===== config.mk =====
export PLATFORM = sky130hd
export DESIGN_NAME = led_on_off_fade_ramp_flat
export DESIGN_NICKNAME = d
export VERILOG_FILES = /design/src/hw/rtl/ledfade_pkg.sv /design/src/hw/rtl/ledfade_req_if.sv /design/src/hw/rtl/ledfade_rsp_if.sv /design/src/hw/rtl/ledfade_csr_if.sv /design/src/hw/rtl/ledfade_div.sv /design/src/hw/rtl/led_on_off_fade_ramp.sv /design/src/flat_wrapper.sv
export SDC_FILE = /design/constraint.sdc
export NUM_CORES = 1
export LEC_CHECK = 0
export ABC_AREA = 1
export BUFFER_PORTS_ARGS = -buffer_cell sky130_fd_sc_hd__buf_2
export CAP_MARGIN = 30
export CORE_MARGIN = 3
export CORE_UTILIZATION = 33
export DETAILED_ROUTE_END_ITERATION = 7
export GPL_TIMING_DRIVEN = 0
export PLACE_DENSITY = 0.57
export SYNTH_ARGS = -nofsm -noshare
export SYNTH_HDL_FRONTEND = slang
export SYNTH_SLANG_ARGS = --single-unit
export TNS_END_PERCENT = 5

===== constraint.sdc =====
create_clock -name clock -period 7.33 [get_ports clock]
set_clock_uncertainty 0.1 [all_clocks]
set_input_delay 1.466 -clock clock [delete_from_list [all_inputs] [get_ports clock]]
set_output_delay 1.466 -clock clock [all_outputs]
set_load 0.05 [all_outputs]

===== src/hw/rtl/ledfade_pkg.sv =====
package ledfade_pkg;

   // Widths fixed by the item and register fields
   localparam int LEVEL_W  = 10;
   localparam int PCT_W    = 7;
   localparam int FADE_W   = 16;
   localparam int CSR_IDX_W = 1;
   localparam int CSR_DAT_W = 16;

   // Block constants
   localparam int PWM_RANGE      = 1023;
   localparam int TICK_PERIOD_MS = 10;
   localparam int PCT_FULL       = 100;
   localparam int FADE_MAX       = PWM_RANGE * TICK_PERIOD_MS;

   // On target level at reset: full brightness
   localparam int TARGET_RESET   = PWM_RANGE * PCT_FULL / PCT_FULL;

   // Divide-by-100 reciprocal 5243 / 2^19 folded with PWM_RANGE: exact floor for
   // pct*PWM_RANGE up to 102300
   localparam int TARGET_RECIP_W = 23;
   localparam int TARGET_SHIFT   = 19;
   localparam logic [TARGET_RECIP_W-1:0] TARGET_RECIP = TARGET_RECIP_W'(PWM_RANGE * 5243);

   // Divide-by-10 reciprocal 52429 / 2^19: exact floor over the full 16-bit range
   localparam int TICK_RECIP_W = 16;
   localparam int TICK_SHIFT   = 19;
   localparam logic [TICK_RECIP_W-1:0] TICK_RECIP = 16'd52429;

   localparam int DIV_CNT_W = $clog2(LEVEL_W + 1);

   typedef enum logic [CSR_IDX_W-1:0] {
      CSR_BRIGHTNESS = 1'b0,
      CSR_FADE_TIME  = 1'b1
   } csr_index_type;

   typedef enum logic {
      OP_TICK    = 1'b0,
      OP_REQUEST = 1'b1
   } op_type;

   // Step divider status toward the top level
   typedef struct packed {
      logic               busy;
      logic               done;
      logic [LEVEL_W-1:0] quotient;
   } div_rsp_type;

endpackage


===== src/hw/rtl/ledfade_req_if.sv =====
interface ledfade_req_if;
   logic valid;
   logic ready;
   logic op;
   logic want_on;
   logic fast;

   modport source (output valid, output op, output want_on, output fast, input ready);
   modport sink   (input valid, input op, input want_on, input fast, output ready);
endinterface


===== src/hw/rtl/ledfade_rsp_if.sv =====
interface ledfade_rsp_if;
   logic                             valid;
   logic                             ready;
   logic [ledfade_pkg::LEVEL_W-1:0]  pwm_level;
   logic                             is_on;
   logic                             ramping;

   modport source (output valid, output pwm_level, output is_on, output ramping, input ready);
   modport sink   (input valid, input pwm_level, input is_on, input ramping, output ready);
endinterface


===== src/hw/rtl/ledfade_csr_if.sv =====
interface ledfade_csr_if;
   logic                               valid;
   logic                               ready;
   logic [ledfade_pkg::CSR_IDX_W-1:0]  index;
   logic [ledfade_pkg::CSR_DAT_W-1:0]  data;

   modport source (output valid, output index, output data, input ready);
   modport sink   (input valid, input index, input data, output ready);
endinterface


===== src/hw/rtl/ledfade_div.sv =====
// Restoring divider: PWM_RANGE / divisor, one quotient bit per cycle
module ledfade_div (
   input  logic                             clock,
   input  logic                             reset,
   input  logic                             start,
   input  logic [ledfade_pkg::LEVEL_W-1:0]  divisor,
   output ledfade_pkg::div_rsp_type         status
);

   logic [ledfade_pkg::DIV_CNT_W-1:0] count_ff, count_in;
   logic [ledfade_pkg::LEVEL_W-1:0]   rem_ff, rem_in;
   logic [ledfade_pkg::LEVEL_W-1:0]   num_ff, num_in;
   logic [ledfade_pkg::LEVEL_W-1:0]   dvs_ff, dvs_in;
   logic                              done_ff, done_in;
   logic [ledfade_pkg::LEVEL_W:0]     trial;
   logic [ledfade_pkg::LEVEL_W:0]     diff;

   // One shift-subtract step
   always_comb begin
      trial    = {rem_ff, num_ff[ledfade_pkg::LEVEL_W-1]};
      diff     = trial - {1'b0, dvs_ff};
      count_in = count_ff;
      rem_in   = rem_ff;
      num_in   = num_ff;
      dvs_in   = dvs_ff;
      done_in  = 1'b0;
      if (start) begin
         count_in = ledfade_pkg::DIV_CNT_W'(ledfade_pkg::LEVEL_W);
         rem_in   = '0;
         num_in   = ledfade_pkg::LEVEL_W'(ledfade_pkg::PWM_RANGE);
         dvs_in   = divisor;
      end else if (count_ff != '0) begin
         count_in = count_ff - 1'b1;
         if (!diff[ledfade_pkg::LEVEL_W]) begin
            rem_in = diff[ledfade_pkg::LEVEL_W-1:0];
            num_in = {num_ff[ledfade_pkg::LEVEL_W-2:0], 1'b1};
         end else begin
            rem_in = trial[ledfade_pkg::LEVEL_W-1:0];
            num_in = {num_ff[ledfade_pkg::LEVEL_W-2:0], 1'b0};
         end
         done_in = (count_ff == ledfade_pkg::DIV_CNT_W'(1));
      end
   end

   always_ff @(posedge clock) begin
      if (reset) begin
         count_ff <= '0;
         done_ff  <= 1'b0;
      end else begin
         count_ff <= count_in;
         done_ff  <= done_in;
      end
      rem_ff <= rem_in;
      num_ff <= num_in;
      dvs_ff <= dvs_in;
   end

   assign status.busy     = (count_ff != '0);
   assign status.done     = done_ff;
   assign status.quotient = num_ff;

endmodule


===== src/hw/rtl/led_on_off_fade_ramp.sv =====
// On/off fader for a PWM-driven LED string. Each req transaction (a tick or an
// on/off request) yields exactly one rsp transaction carrying the PWM level, the
// on status and the ramping flag, through an input register and a result
// register; one transaction is accepted per cycle unless rsp stalls or the step
// divider runs. A brightness write sets the target level. A CSR write of a valid
// nonzero fade time starts the step divider (PWM range over fade ticks, one
// quotient bit a cycle): req and csr stay not-ready while it runs. Brightness
// above 100 in the low seven bits and out-of-range nonzero fade times are ignored.
module led_on_off_fade_ramp (
   input  logic          clock,
   input  logic          reset,
   ledfade_req_if.sink   req,
   ledfade_rsp_if.source rsp,
   ledfade_csr_if.sink   csr
);

   localparam int LW = ledfade_pkg::LEVEL_W;

   // Fader state
   logic [LW-1:0] level_now_ff, level_now_in;
   logic [LW-1:0] target_level_ff;
   logic [LW-1:0] step_size_ff;
   logic          on_now_ff, on_now_in;
   logic          on_wanted_ff, on_wanted_in;
   logic          fading_ff, fading_in;
   logic          fade_zero_ff;

   // Input register
   logic          in_valid_ff;
   logic          in_op_ff, in_want_ff, in_fast_ff;

   // Result register
   logic          out_valid_ff;
   logic [LW-1:0] out_level_ff;
   logic          out_on_ff, out_ramp_ff;

   // Configuration path
   logic                                   start_ff;
   logic [LW-1:0]                          ticks_ff;
   logic                                   cfg_busy;
   logic                                   csr_fire;
   logic                                   brt_write, fade_write;
   logic [ledfade_pkg::PCT_W-1:0]          pct;
   logic [ledfade_pkg::FADE_W-1:0]         fade_t;
   logic                                   fade_ok;
   logic [ledfade_pkg::PCT_W+ledfade_pkg::TARGET_RECIP_W-1:0] target_prod;
   logic [2*ledfade_pkg::FADE_W-1:0]       ticks_prod;
   ledfade_pkg::div_rsp_type               div_status;

   logic          advance;
   logic          req_fire;
   logic [LW:0]   level_up;

   ledfade_div u_div (
      .clock   (clock),
      .reset   (reset),
      .start   (start_ff),
      .divisor (ticks_ff),
      .status  (div_status)
   );

   assign cfg_busy  = start_ff | div_status.busy;
   assign csr.ready = ~cfg_busy;
   assign csr_fire  = csr.valid & csr.ready;

   // CSR decode and range checks
   always_comb begin
      brt_write  = 1'b0;
      fade_write = 1'b0;
      unique case (ledfade_pkg::csr_index_type'(csr.index))
         ledfade_pkg::CSR_BRIGHTNESS: brt_write  = csr_fire;
         ledfade_pkg::CSR_FADE_TIME:  fade_write = csr_fire;
         default: begin
            brt_write  = 1'b0;
            fade_write = 1'b0;
         end
      endcase
   end

   assign pct         = csr.data[ledfade_pkg::PCT_W-1:0];
   assign fade_t      = csr.data[ledfade_pkg::FADE_W-1:0];
   assign fade_ok     = (fade_t >= ledfade_pkg::FADE_W'(ledfade_pkg::TICK_PERIOD_MS)) &&
                        (fade_t <= ledfade_pkg::FADE_W'(ledfade_pkg::FADE_MAX));
   assign target_prod = {{ledfade_pkg::TARGET_RECIP_W{1'b0}}, pct} *
                        {{ledfade_pkg::PCT_W{1'b0}}, ledfade_pkg::TARGET_RECIP};
   assign ticks_prod  = {{ledfade_pkg::FADE_W{1'b0}}, fade_t} *
                        {{ledfade_pkg::FADE_W{1'b0}}, ledfade_pkg::TICK_RECIP};

   always_ff @(posedge clock) begin
      if (reset) begin
         target_level_ff <= LW'(ledfade_pkg::TARGET_RESET);
         step_size_ff    <= '0;
         fade_zero_ff    <= 1'b1;
         start_ff        <= 1'b0;
      end else begin
         start_ff <= 1'b0;
         if (brt_write && (pct <= ledfade_pkg::PCT_W'(ledfade_pkg::PCT_FULL))) begin
            target_level_ff <= target_prod[ledfade_pkg::TARGET_SHIFT +: LW];
         end
         if (fade_write && (fade_t == '0)) begin
            fade_zero_ff <= 1'b1;
         end else if (fade_write && fade_ok) begin
            fade_zero_ff <= 1'b0;
            start_ff     <= 1'b1;
         end
         if (div_status.done) begin
            step_size_ff <= div_status.quotient;
         end
      end
   end

   // Tick count of a fade, registered ahead of the divider
   always_ff @(posedge clock) begin
      if (fade_write && fade_ok) begin
         ticks_ff <= ticks_prod[ledfade_pkg::TICK_SHIFT +: LW];
      end
   end

   // Handshake: input register feeds result register
   assign advance   = in_valid_ff & (~out_valid_ff | rsp.ready);
   assign req.ready = (~in_valid_ff | advance) & ~cfg_busy;
   assign req_fire  = req.valid & req.ready;

   always_ff @(posedge clock) begin
      if (reset) begin
         in_valid_ff <= 1'b0;
      end else if (req_fire) begin
         in_valid_ff <= 1'b1;
      end else if (advance) begin
         in_valid_ff <= 1'b0;
      end
      if (req_fire) begin
         in_op_ff   <= req.op;
         in_want_ff <= req.want_on;
         in_fast_ff <= req.fast;
      end
   end

   // Next fader state for the item in the input register
   assign level_up = {1'b0, level_now_ff} + {1'b0, step_size_ff};

   always_comb begin
      level_now_in = level_now_ff;
      on_now_in    = on_now_ff;
      on_wanted_in = on_wanted_ff;
      fading_in    = fading_ff;
      case (ledfade_pkg::op_type'(in_op_ff))
         ledfade_pkg::OP_TICK: begin
            if (on_now_ff != on_wanted_ff) begin
               if (fade_zero_ff) begin
                  level_now_in = on_wanted_ff ? target_level_ff : '0;
                  on_now_in    = on_wanted_ff;
               end else if (!on_wanted_ff) begin
                  if (level_now_ff > step_size_ff) begin
                     level_now_in = level_now_ff - step_size_ff;
                     fading_in    = 1'b1;
                  end else begin
                     level_now_in = '0;
                     on_now_in    = 1'b0;
                     fading_in    = 1'b0;
                  end
               end else begin
                  if (level_up < {1'b0, target_level_ff}) begin
                     level_now_in = level_up[LW-1:0];
                     fading_in    = 1'b1;
                  end else begin
                     level_now_in = target_level_ff;
                     on_now_in    = 1'b1;
                     fading_in    = 1'b0;
                  end
               end
            end
         end
         ledfade_pkg::OP_REQUEST: begin
            // fast request jumps to the end; a plain one only records the wish
            if (in_fast_ff) begin
               level_now_in = in_want_ff ? target_level_ff : '0;
               on_now_in    = in_want_ff;
               fading_in    = 1'b0;
            end
            on_wanted_in = in_want_ff;
         end
         default: begin
            level_now_in = level_now_ff;
         end
      endcase
   end

   always_ff @(posedge clock) begin
      if (reset) begin
         level_now_ff <= '0;
         on_now_ff    <= 1'b0;
         on_wanted_ff <= 1'b0;
         fading_ff    <= 1'b0;
      end else if (advance) begin
         level_now_ff <= level_now_in;
         on_now_ff    <= on_now_in;
         on_wanted_ff <= on_wanted_in;
         fading_ff    <= fading_in;
      end
   end

   // Result register
   always_ff @(posedge clock) begin
      if (reset) begin
         out_valid_ff <= 1'b0;
      end else if (advance) begin
         out_valid_ff <= 1'b1;
      end else if (rsp.ready) begin
         out_valid_ff <= 1'b0;
      end
      if (advance) begin
         out_level_ff <= level_now_in;
         out_on_ff    <= on_now_in;
         out_ramp_ff  <= fading_in;
      end
   end

   assign rsp.valid     = out_valid_ff;
   assign rsp.pwm_level = out_level_ff;
   assign rsp.is_on     = out_on_ff;
   assign rsp.ramping   = out_ramp_ff;

   // Checks
   a_fade_starts_div: assert property (@(posedge clock) disable iff (reset)
      (fade_write && fade_ok) |=> cfg_busy)
      else $error("valid fade time write did not start the step divider");

   a_busy_blocks: assert property (@(posedge clock) disable iff (reset)
      cfg_busy |-> (!req.ready && !csr.ready))
      else $error("transaction accepted while step divider runs");

   a_advance_result: assert property (@(posedge clock) disable iff (reset)
      advance |=> (rsp.valid && rsp.pwm_level == level_now_ff && rsp.is_on == on_now_ff))
      else $error("result register does not match fader state");

endmodule


===== src/flat_wrapper.sv =====
// flat-port wrapper written by rule: the top's interface ports become plain ports
module led_on_off_fade_ramp_flat 
  (clock, reset, req_valid, req_op, req_want_on, req_fast, req_ready, rsp_valid, rsp_pwm_level, rsp_is_on, rsp_ramping, rsp_ready, csr_valid, csr_index, csr_data, csr_ready);
  ledfade_req_if req_i ();
  ledfade_rsp_if rsp_i ();
  ledfade_csr_if csr_i ();
  input  logic clock;
  input  logic reset;
  input wire logic [$bits(req_i.valid)-1:0] req_valid;
  input wire logic [$bits(req_i.op)-1:0] req_op;
  input wire logic [$bits(req_i.want_on)-1:0] req_want_on;
  input wire logic [$bits(req_i.fast)-1:0] req_fast;
  output wire logic [$bits(req_i.ready)-1:0] req_ready;
  output wire logic [$bits(rsp_i.valid)-1:0] rsp_valid;
  output wire logic [$bits(rsp_i.pwm_level)-1:0] rsp_pwm_level;
  output wire logic [$bits(rsp_i.is_on)-1:0] rsp_is_on;
  output wire logic [$bits(rsp_i.ramping)-1:0] rsp_ramping;
  input wire logic [$bits(rsp_i.ready)-1:0] rsp_ready;
  input wire logic [$bits(csr_i.valid)-1:0] csr_valid;
  input wire logic [$bits(csr_i.index)-1:0] csr_index;
  input wire logic [$bits(csr_i.data)-1:0] csr_data;
  output wire logic [$bits(csr_i.ready)-1:0] csr_ready;
  assign req_i.valid = req_valid;
  assign req_i.op = req_op;
  assign req_i.want_on = req_want_on;
  assign req_i.fast = req_fast;
  assign req_ready = req_i.ready;
  assign rsp_valid = rsp_i.valid;
  assign rsp_pwm_level = rsp_i.pwm_level;
  assign rsp_is_on = rsp_i.is_on;
  assign rsp_ramping = rsp_i.ramping;
  assign rsp_i.ready = rsp_ready;
  assign csr_i.valid = csr_valid;
  assign csr_i.index = csr_index;
  assign csr_i.data = csr_data;
  assign csr_ready = csr_i.ready;
  led_on_off_fade_ramp u_core (.clock(clock), .reset(reset), .req(req_i), .rsp(rsp_i), .csr(csr_i));
endmodule

==> results.sh, run 1 <==
export IMPL_status="completed"
export IMPL_antenna_left=0
export IMPL_ys_types=50
export IMPL_diodes=0
export IMPL_critPathCapture="u_core.ticks_ff[9]"
export IMPL_grtUsageMet1_pct=23.1
export IMPL_area_delta_synth_final_pct=9.15
export IMPL_place_ws_ns=-0.0929
export IMPL_worstMarginPinSlew_ns=1.02
export IMPL_die_w_microns=201
export IMPL_clk_path_buf_depth=2
export IMPL_nets=1975
export IMPL_first_pass_iters=5
export IMPL_vias=10147
export IMPL_yosysSeqAreaShare_pct=18.3
export IMPL_dp_hpwl_microns=26900
export IMPL_grt_pass1_wl_microns=53300
export IMPL_drc_errors=0
export IMPL_synth_top_cells_by_area="ha_1 (23%), fa_1 (17%), inv_1 (11%)"
export IMPL_ys_seq_elements=97
export IMPL_portBuffers=39
export IMPL_synth_ff_type="dfxtp_1"
export IMPL_grt_use_met3_pct=2.45
export IMPL_maxSlewHeadroom_pct=31.8
export IMPL_num_io_pins=40
export IMPL_cp_arrival_ns=7.06
export IMPL_cp_required_ns=7.43
export IMPL_core_area_sq_mm=0.0370
export IMPL_die_y_microns=201
export IMPL_r2r_slack_ns=3.77
export IMPL_gp_congestion=0.899
export IMPL_synth_top_area_share_pct=22.9
export IMPL_final_hold_viol_count=0
export IMPL_final_cell_mix="inv_1 (376), nand2_1 (251), ha_1 (229)"
export IMPL_clk_pin_slew_worst_paths_ns=0.08
export IMPL_avgSynthCellArea_sq_um=8.01
export IMPL_cp_max_fo=12
export IMPL_grt_overflow=0
export IMPL_fmax_ghz=0.144
export IMPL_min_path_type="reg2reg"
export IMPL_hold_depth=0
export IMPL_cts_sinks=97
export IMPL_grt_util_all_layers_pct=16.3
export IMPL_final_common_cell="inv_1"
export IMPL_synth_cells=1563
export IMPL_synth_edf_count=35
export IMPL_worst_setup_path_start_kind="input port"
export IMPL_drt_wl_total_microns=32300
export IMPL_wire_per_inst_microns=15.2
export IMPL_ys_warn_count=0
export IMPL_start_util_pct=33.9
export IMPL_cts_inserted_buffers=9
export IMPL_cts_tree="yes"
export IMPL_whs_ns=0.323
export IMPL_grt_start_max_net_pins=22
export IMPL_cts_setup_buffers=0
export IMPL_r2r_cells=18
export IMPL_crit_path_start="csr_data[4]"
export IMPL_insertion_delay_ns=0.36
export IMPL_yosys_area_top_type="ha_1"
export IMPL_layout_area_seq_sq_mm=0.00229
export IMPL_fin_setup_tns_ns=0
export IMPL_ir_drop_v=0.000181
export IMPL_grt_pass1_vias=10151
export IMPL_post_route_min_period_ns=6.95
export IMPL_antenna_found_initial=0
export IMPL_power_density_mw_per_mm2=377
export IMPL_drive_gt1_share_pct=5.44
export IMPL_setup_violations=0
export IMPL_rsz0062_at_grt="no"
export IMPL_fp_row_count=70
export IMPL_grt_busiest_layer="met2"
export IMPL_synth_fp_nets=1925
export IMPL_p_total_mw=5.16
export IMPL_multi_input_area_sq_mm=0.00867
export IMPL_end_kind="register"
export IMPL_cap_viol_max_count=0
export IMPL_use_met2_pct=26.5
export IMPL_fin_crit_sh_pct=94.9
export IMPL_dieArea_sq_mm=0.0403
export IMPL_cellLeakagePower_nw=7.38
export IMPL_setup_slack_ns=0.375
export IMPL_root_buffer="clkbuf_16"
export IMPL_async_flop_share_pct=0
export IMPL_r2r_start="u_core.step_size_ff[0]"
export IMPL_synth_area_sq_mm=0.0125
export IMPL_crit_type="in2reg"
export IMPL_r2r_end="u_core.rsp.pwm_level[1]"
export IMPL_fillers=3978
export IMPL_ctsHoldBuffers=0
export IMPL_h_tree_depth=3
export IMPL_timing_final_max_slew_violations=0
export IMPL_drt_iter0_markers=602
export IMPL_vias_per_cell=4.78
[layout make-up]
cell class	instances	share of cell area (%)
inverter	381	10.5
tap	504	4.62
sequential	97	16.8
multi-input combinational	1060	63.4
clock inverter	7	0.668
timing repair buffer	39	1.45
buffer	25	0.943
clock buffer	9	1.65
[metal layers]
layer  vias to the layer above  part of all wire (%)  routed length [microns]
met3                        34                   4.6                     1500
met1                      4815                    48                    15700
li1                       5088                     -                        -
met2                       210                    45                    14600
met4                         0                   1.7                      554
met5                         -                     0                        0
[critical path, stage by stage]
cell and delay, ns:
buf_2 0.33, inv_1 0.13, ha_1 0.47, fa_1 0.55, inv_1 0.05, fa_1 0.53
fa_1 0.55, inv_1 0.05, fa_1 0.52, inv_1 0.05, fa_1 0.60, inv_1 0.06
ha_1 0.37, nand4_1 0.14, nor3_1 0.28, nand4_1 0.15, nand3_1 0.17, nand3_1 0.09
nand2_1 0.13, nand4_1 0.09, nand2_1 0.08, xor2_1 0.18
[through the flow]
step / std cells / utilization, % / cell area, sq um
CTS: 2122 / 37.0 / 13700
global route: 2122 / 37.0 / 13700
global placement: 2106 / 36.1 / 13300
finish: 2122 / 37.0 / 13700
floorplan: 1563 / - / 12500
detailed placement: 2106 / 36.1 / 13300
[power breakdown]
group / switching [mW] / internal (mW)
Clock: 0.239 / 0.247
Sequential: 0.0948 / 0.774
Combinational: 2.38 / 1.42
[sequential cells by signal, indices dropped and copies added (netlist names), 4 cells and up]
signal                  flops
u_core.u_div.num_ff        10
u_core.u_div.rem_ff        10
u_core.u_div.dvs_ff        10
u_core.level_now_ff        10
u_core.step_size_ff        10
u_core.target_level_ff     10
u_core.u_div.count_ff       4
u_core.rsp.pwm_level       10
u_core.ticks_ff            10
[cells in the mapped netlist (all sizes together), types with 2 or more instances]
library cell,number
inv,380
nand2,254
ha,229
a21oi,118
fa,108
o21ai,86
nor2,68
dfxtp,62
nand3,62
edfxtp,35
xor2,29
clkbuf,14
nand4,14
buf,11
xnor2,11
nor3,10
a22oi,9
a21o,8
o21bai,8
a221oi,7
a31oi,7
o211ai,5
o21a,5
o22ai,5
o221ai,3
a211oi,2
a21boi,2
nand3b,2
or2,2
[worst min path at each step]
stage	slack, ns	from	endpoint
final	0.32	u_core.ticks_ff[7]	u_core.u_div.dvs_ff[7]
after global routing	0.33	u_core.ticks_ff[5]	u_core.u_div.dvs_ff[5]
after CTS	0.33	u_core.ticks_ff[5]	u_core.u_div.dvs_ff[5]
after detailed placement	0.30	u_core.ticks_ff[5]	u_core.u_div.dvs_ff[5]
after global placement	0.30	u_core.ticks_ff[2]	u_core.u_div.dvs_ff[2]
after floorplan	0.30	u_core.ticks_ff[0]	u_core.u_div.dvs_ff[0]
[repair_timing]
| item | 4_1_cts | 5_1_grt |
|---|---|---|
| resized for setup | 0 | 1 |
| endpoints found under the hold margin | 0 | 0 |
| endpoints found under the setup margin | 0 | 1 |
[cells by family after synthesis]
logic type / share of synthesized area, %
AND/OR/NAND/NOR: 14.0
XOR/XNOR: 2.80
buffers and inverters: 12.5
AO/OA/AOI/OAI: 12.3
adder cells (fa/ha/maj): 40.2
flip-flops: 18.3
No activity file was read; power rests on OpenSTA's default activity.
==> run 2, diff against run 1 <==
--- a/config.mk
+++ b/config.mk
@@ -9,11 +9,12 @@
 export BUFFER_PORTS_ARGS = -buffer_cell sky130_fd_sc_hd__buf_2
 export CAP_MARGIN = 30
 export CORE_MARGIN = 3
-export CORE_UTILIZATION = 33
+export CORE_UTILIZATION = 61
 export DETAILED_ROUTE_END_ITERATION = 7
 export GPL_TIMING_DRIVEN = 0
-export PLACE_DENSITY = 0.57
+export PLACE_DENSITY = 0.87
 export SYNTH_ARGS = -nofsm -noshare
 export SYNTH_HDL_FRONTEND = slang
+export SYNTH_HIERARCHICAL = 1
 export SYNTH_SLANG_ARGS = --single-unit
 export TNS_END_PERCENT = 5
==> results.sh, run 2 <==
export IMPL_status="completed"
export IMPL_cap_viol_max_count=0
export IMPL_area_delta_synth_final_pct=6.66
export IMPL_antenna_left=0
export IMPL_rsz0062_at_grt="no"
export IMPL_grt_start_max_net_pins=22
export IMPL_antenna_found_initial=0
export IMPL_synth_top_cells_by_area="ha_1 (22%), fa_1 (17%), inv_1 (12%)"
export IMPL_synth_fp_nets=2035
export IMPL_setup_violations=0
export IMPL_min_path_type="reg2reg"
export IMPL_fmax_ghz=0.143
export IMPL_h_tree_depth=3
export IMPL_cts_tree="yes"
export IMPL_wire_per_inst_microns=15.9
export IMPL_fillers=1637
export IMPL_worstMarginPinSlew_ns=0.780
export IMPL_nets=2086
export IMPL_final_common_cell="inv_1"
export IMPL_final_core_util_pct=67.4
export IMPL_num_io_pins=40
export IMPL_power_density_mw_per_mm2=392
export IMPL_avgSynthCellArea_sq_um=7.79
export IMPL_timing_final_max_slew_violations=0
export IMPL_synth_cells=1673
export IMPL_synth_ff_type="dfxtp_1"
export IMPL_yosysSeqAreaShare_pct=17.6
export IMPL_die_y_microns=152
export IMPL_grt_pass1_vias=11129
export IMPL_yosysMostFrequentCell="inv_1"
export IMPL_maxSlewHeadroom_pct=47.3
export IMPL_grt_util_all_layers_pct=27.1
export IMPL_grt_overflow=0
export IMPL_synth_top_area_share_pct=22.0
export IMPL_ctsResizeCount=0
export IMPL_cp_arrival_ns=6.99
export IMPL_start_util_pct=63.2
export IMPL_worst_setup_path_start_kind="input port"
export IMPL_ir_drop_v=0.000266
export IMPL_final_cell_mix="inv_1 (406), nand2_1 (297), ha_1 (229)"
export IMPL_gp_congestion=0.969
export IMPL_dp_hpwl_microns=26200
export IMPL_yosys_area_top_type="ha_1"
export IMPL_cts_setup_buffers=0
export IMPL_synth_edf_count=35
export IMPL_netlist_top_cells_count="inv_1 (406), nand2_1 (297), ha_1 (229)"
export IMPL_crit_type="in2reg"
export IMPL_root_buffer="clkbuf_16"
export IMPL_portBuffers=39
export IMPL_vias_per_cell=5.57
export IMPL_clk_path_buf_depth=2
export IMPL_drc_errors=0
export IMPL_drive_gt1_share_pct=6.19
export IMPL_async_flop_share_pct=0
export IMPL_vias=11135
export IMPL_fp_row_count=52
export IMPL_ys_types=51
export IMPL_cts_sinks=97
export IMPL_diodes=0
export IMPL_first_pass_iters=6
export IMPL_fin_crit_sh_pct=95.4
export IMPL_grt_pass1_wl_microns=52500
export IMPL_cp_required_ns=7.32
export IMPL_clk_pin_slew_worst_paths_ns=0.07
export IMPL_fin_setup_tns_ns=0
export IMPL_ctsHoldBuffers=0
export IMPL_post_route_min_period_ns=6.99
export IMPL_drt_wl_total_microns=31800
export IMPL_insertion_delay_ns=0.34
export IMPL_dieArea_sq_mm=0.0232
export IMPL_core_area_sq_mm=0.0206
export IMPL_synth_area_sq_mm=0.0130
export IMPL_cp_max_fo=11
export IMPL_die_w_microns=152
export IMPL_final_hold_viol_count=0
export IMPL_cts_inserted_buffers=9
export IMPL_drt_iter0_markers=940
export IMPL_ys_seq_elements=97
export IMPL_end_kind="register"
export IMPL_ys_warn_count=6
export IMPL_cellLeakagePower_nw=7.77
-- run 2: cell count changes after synthesis, sizes merged, moves of 8 or more --
cell   before  now
o21ai      86   72
nand3      62   94
nand2     254  303
inv       380  411
nor3       10   21
a21oi     118  110
-- run 2: path summary, 6_finish.rpt --
check             slack (ns)  cells past startpoint                      end                   start
setup reg to reg        3.68                     22  u_core/rsp.pwm_level[8]  u_core/level_now_ff[4]
hold reg to reg         0.32                      0   u_core/u_div/dvs_ff[6]      u_core/ticks_ff[6]
hold / removal          0.32                      0   u_core/u_div/dvs_ff[6]      u_core/ticks_ff[6]
setup / recovery        0.34                     21       u_core/ticks_ff[5]             csr_data[5]
-- run 2: logic make-up (layout without fill, tap and decap cells) --
kind of cell             count (synthesis)  after routing  synth area share [%]
AO/OA/AOI/OAI                          254            254                  11.2
XOR/XNOR                                35             35                  2.35
adder cells (fa/ha/maj)                337            337                  38.6
buffers and inverters                  436            492                  13.0
flip-flops                              97             97                  17.6
AND/OR/NAND/NOR                        514            514                  17.3
-- run 2: stage by stage --
stage / total power [mW] / instances / setup slack [ns] / cell area [sq um] / hold slack, ns
4_1_cts: 5.40 / 1998 / 0.402 / 13900 / 0.325
6_report: 5.44 / 1999 / 0.335 / 13900 / 0.323
2_1_floorplan: 3.93 / 1673 / 0.921 / 13000 / 0.300
3_5_place_dp: 4.86 / 1982 / 0.0409 / 13600 / 0.307
3_3_place_gp: 4.70 / 1982 / 0.135 / 13600 / 0.302
5_1_grt: 6.03 / 1999 / 0.0425 / 13900 / 0.328
-- run 2: power breakdown --
group | switching [mW] | internal, mW
Combinational | 2.58 | 1.52
Sequential | 0.0902 | 0.768
Clock | 0.218 | 0.275
Total | 2.88 | 2.56
-- run 2: layer usage --
metal | vias up | routed length [microns] | track usage, % | share of wire (%)
met5 | - | 0 | 0 | 0
met4 | 0 | 1270 | 10.1 | 4.0
met3 | 109 | 2150 | 4.37 | 6.8
met2 | 436 | 15100 | 46.0 | 48
met1 | 5164 | 13200 | 35.1 | 42
li1 | 5426 | - | - | -
-- run 2: area by class of cell --
class / count / area (sq um) / area share (%)
clock inverter: 7 / 95.1 / 0.684
sequential: 97 / 2290 / 16.5
tap: 270 / 338 / 2.43
multi-input combinational: 1140 / 9040 / 65.0
timing repair buffer: 40 / 210 / 1.51
clock buffer: 9 / 225 / 1.62
inverter: 411 / 1540 / 11.1
buffer: 25 / 155 / 1.12
-- run 2: critical path: stages --
cell,delay [ns]
buf_2,0.28
inv_1,0.19
ha_1,0.47
fa_1,0.58
inv_1,0.05
fa_1,0.52
fa_1,0.54
inv_1,0.06
fa_1,0.56
inv_1,0.08
fa_1,0.57
inv_1,0.05
ha_1,0.35
a21oi_1,0.21
o21ai_0,0.10
o21bai_1,0.18
inv_1,0.06
nand2_1,0.07
a21boi_0,0.27
o21ai_0,0.15
xor2_1,0.16
==> run 3, diff against run 2 <==
--- a/config.mk
+++ b/config.mk
@@ -12,7 +12,8 @@
 export CORE_UTILIZATION = 61
 export DETAILED_ROUTE_END_ITERATION = 7
 export GPL_TIMING_DRIVEN = 0
-export PLACE_DENSITY = 0.87
+export PLACE_DENSITY = 0.88
+export SLEW_MARGIN = 30
 export SYNTH_ARGS = -nofsm -noshare
 export SYNTH_HDL_FRONTEND = slang
 export SYNTH_HIERARCHICAL = 1
==> results.sh, run 3 (synthesized netlist as in run 2, its figures left out) <==
export IMPL_grt_overflow=0
export IMPL_drt_wl_total_microns=32000
export IMPL_cp_arrival_ns=6.92
export IMPL_grt_util_all_layers_pct=27.4
export IMPL_grtUsageMet1_pct=35.9
export IMPL_h_tree_depth=3
export IMPL_final_common_cell="inv_1"
export IMPL_final_core_util_pct=67.2
export IMPL_p_int_mw=2.51
export IMPL_fin_setup_tns_ns=0
export IMPL_cp_required_ns=7.32
export IMPL_dp_hpwl_microns=26500
export IMPL_portBuffers=39
export IMPL_share_comb_of_total_power_pct=75.4
export IMPL_hold_end="u_core/u_div/dvs_ff[0]"
export IMPL_diodes=0
export IMPL_ir_drop_v=0.000282
export IMPL_num_io_pins=40
export IMPL_start_util_pct=63.2
export IMPL_worstMarginPinSlew_ns=0.789
export IMPL_maxSlewHeadroom_pct=47.3
export IMPL_first_pass_iters=5
export IMPL_timing_final_max_slew_violations=0
export IMPL_status="completed"
export IMPL_grt_pass1_wl_microns=53000
export IMPL_drt_iter0_markers=785
export IMPL_ctsHoldBuffers=0
export IMPL_power_frac_clock_pct=8.7
export IMPL_final_cell_mix="inv_1 (406), nand2_1 (297), ha_1 (229)"
export IMPL_area_delta_synth_final_pct=6.38
export IMPL_sw_frac_of_total_pct=53.4
export IMPL_grt_use_met3_pct=3.29
export IMPL_grt_busiest_layer="met2"
export IMPL_r2r_cells=22
export IMPL_hold_start="u_core/ticks_ff[0]"
export IMPL_dieArea_sq_mm=0.0232
export IMPL_antenna_left=0
export IMPL_cts_sinks=97
export IMPL_die_y_microns=152
export IMPL_min_path_type="reg2reg"
export IMPL_clk_path_buf_depth=2
export IMPL_core_area_sq_mm=0.0206
export IMPL_cellLeakagePower_nw=7.75
export IMPL_use_met2_pct=46.8
export IMPL_worst_setup_path_start_kind="input port"
export IMPL_wire_per_inst_microns=16.0
export IMPL_rsz0062_at_grt="no"
export IMPL_fp_row_count=52
export IMPL_end_kind="register"
export IMPL_nets=2085
export IMPL_cts_inserted_buffers=9
export IMPL_post_route_min_period_ns=6.93
export IMPL_fin_crit_sh_pct=94.5
export IMPL_antenna_found_initial=0
export IMPL_hold_depth=0
export IMPL_r2r_end="u_core/rsp.pwm_level[9]"
export IMPL_crit_type="in2reg"
export IMPL_gp_congestion=0.962
export IMPL_ctsResizeCount=0
export IMPL_grt_start_max_net_pins=22
export IMPL_vias_per_cell=5.56
export IMPL_fmax_ghz=0.144
export IMPL_r2r_start="u_core/level_now_ff[4]"
export IMPL_insertion_delay_ns=0.35
export IMPL_setup_violations=0
export IMPL_drc_errors=0
export IMPL_cts_setup_buffers=0
export IMPL_fillers=1715
export IMPL_die_w_microns=152
export IMPL_drive_gt1_share_pct=6.19
export IMPL_cp_max_fo=11
export IMPL_r2r_slack_ns=3.70
export IMPL_vias=11114
export IMPL_grt_pass1_vias=11183
export IMPL_share_seq_of_total_power_pct=15.9
export IMPL_clk_pin_slew_worst_paths_ns=0.07
export IMPL_final_hold_viol_count=0
export IMPL_power_density_mw_per_mm2=389
export IMPL_cap_viol_max_count=0
export IMPL_p_sw_mw=2.88
export IMPL_cts_tree="yes"
export IMPL_root_buffer="clkbuf_16"
==> run 3: stage by stage <==
step	cells	setup WS [ns]	power [mW]	instance area [sq um]	hold slack, ns
6_report	1998	0.400	5.39	13900	0.321
5_1_grt	1998	0.0955	5.98	13900	0.331
4_1_cts	1998	0.444	5.34	13900	0.322
3_5_place_dp	1982	0.0702	4.84	13600	0.305
3_3_place_gp	1982	0.158	4.71	13600	0.302
2_1_floorplan	1673	0.921	3.93	13000	0.300
==> run 3: final cells by class <==
type	instances	area, sq um	share of cell area, %
Multi-Input combinational cell	1140	9040	65.2
Sequential cell	97	2290	16.5
Inverter	411	1540	11.1
Tap cell	270	338	2.44
Clock buffer	9	225	1.62
Timing Repair Buffer	39	195	1.41
Buffer	25	156	1.13
Clock inverter	7	72.6	0.523
==> run 3: worst max path at each step <==
stage / startpoint / to / slack (ns)
global route: csr_data[5] / u_core/ticks_ff[5] / 0.1
floorplan: csr_data[5] / u_core/ticks_ff[5] / 0.92
detailed placement: csr_data[5] / u_core/ticks_ff[5] / 0.07
finish: csr_data[5] / u_core/ticks_ff[5] / 0.40
CTS: csr_data[5] / u_core/ticks_ff[5] / 0.44
global placement: csr_data[5] / u_core/ticks_ff[5] / 0.16
==> run 3: power by group through the flow <==
stage | Combinational, mW | Sequential [mW] | Clock (mW)
3_5_place_dp | 3.97 | 0.865 | 0
5_1_grt | 4.61 | 0.869 | 0.498
4_1_cts | 4.01 | 0.854 | 0.474
3_3_place_gp | 3.85 | 0.859 | 0
2_1_floorplan | 3.04 | 0.885 | 0
6_report | 4.07 | 0.856 | 0.467
==> run 3: worst max-delay path, stage by stage <==
cell      delay (ns)
buf_2           0.29
inv_1           0.19
ha_1            0.48
fa_1            0.59
inv_1           0.06
fa_1            0.52
fa_1            0.55
inv_1           0.05
fa_1            0.54
inv_1           0.06
fa_1            0.55
inv_1           0.05
ha_1            0.34
a21oi_1         0.20
o21ai_0         0.11
o21bai_1        0.18
inv_1           0.06
nand2_1         0.08
a21boi_0        0.27
o21ai_0         0.14
xor2_1          0.15
==> run 3: metal layers <==
layer | up-vias | part of all wire, %
li1 | 5420 | -
met3 | 90 | 5.9
met2 | 387 | 48
met5 | - | 0
met4 | 0 | 3.7
met1 | 5217 | 42
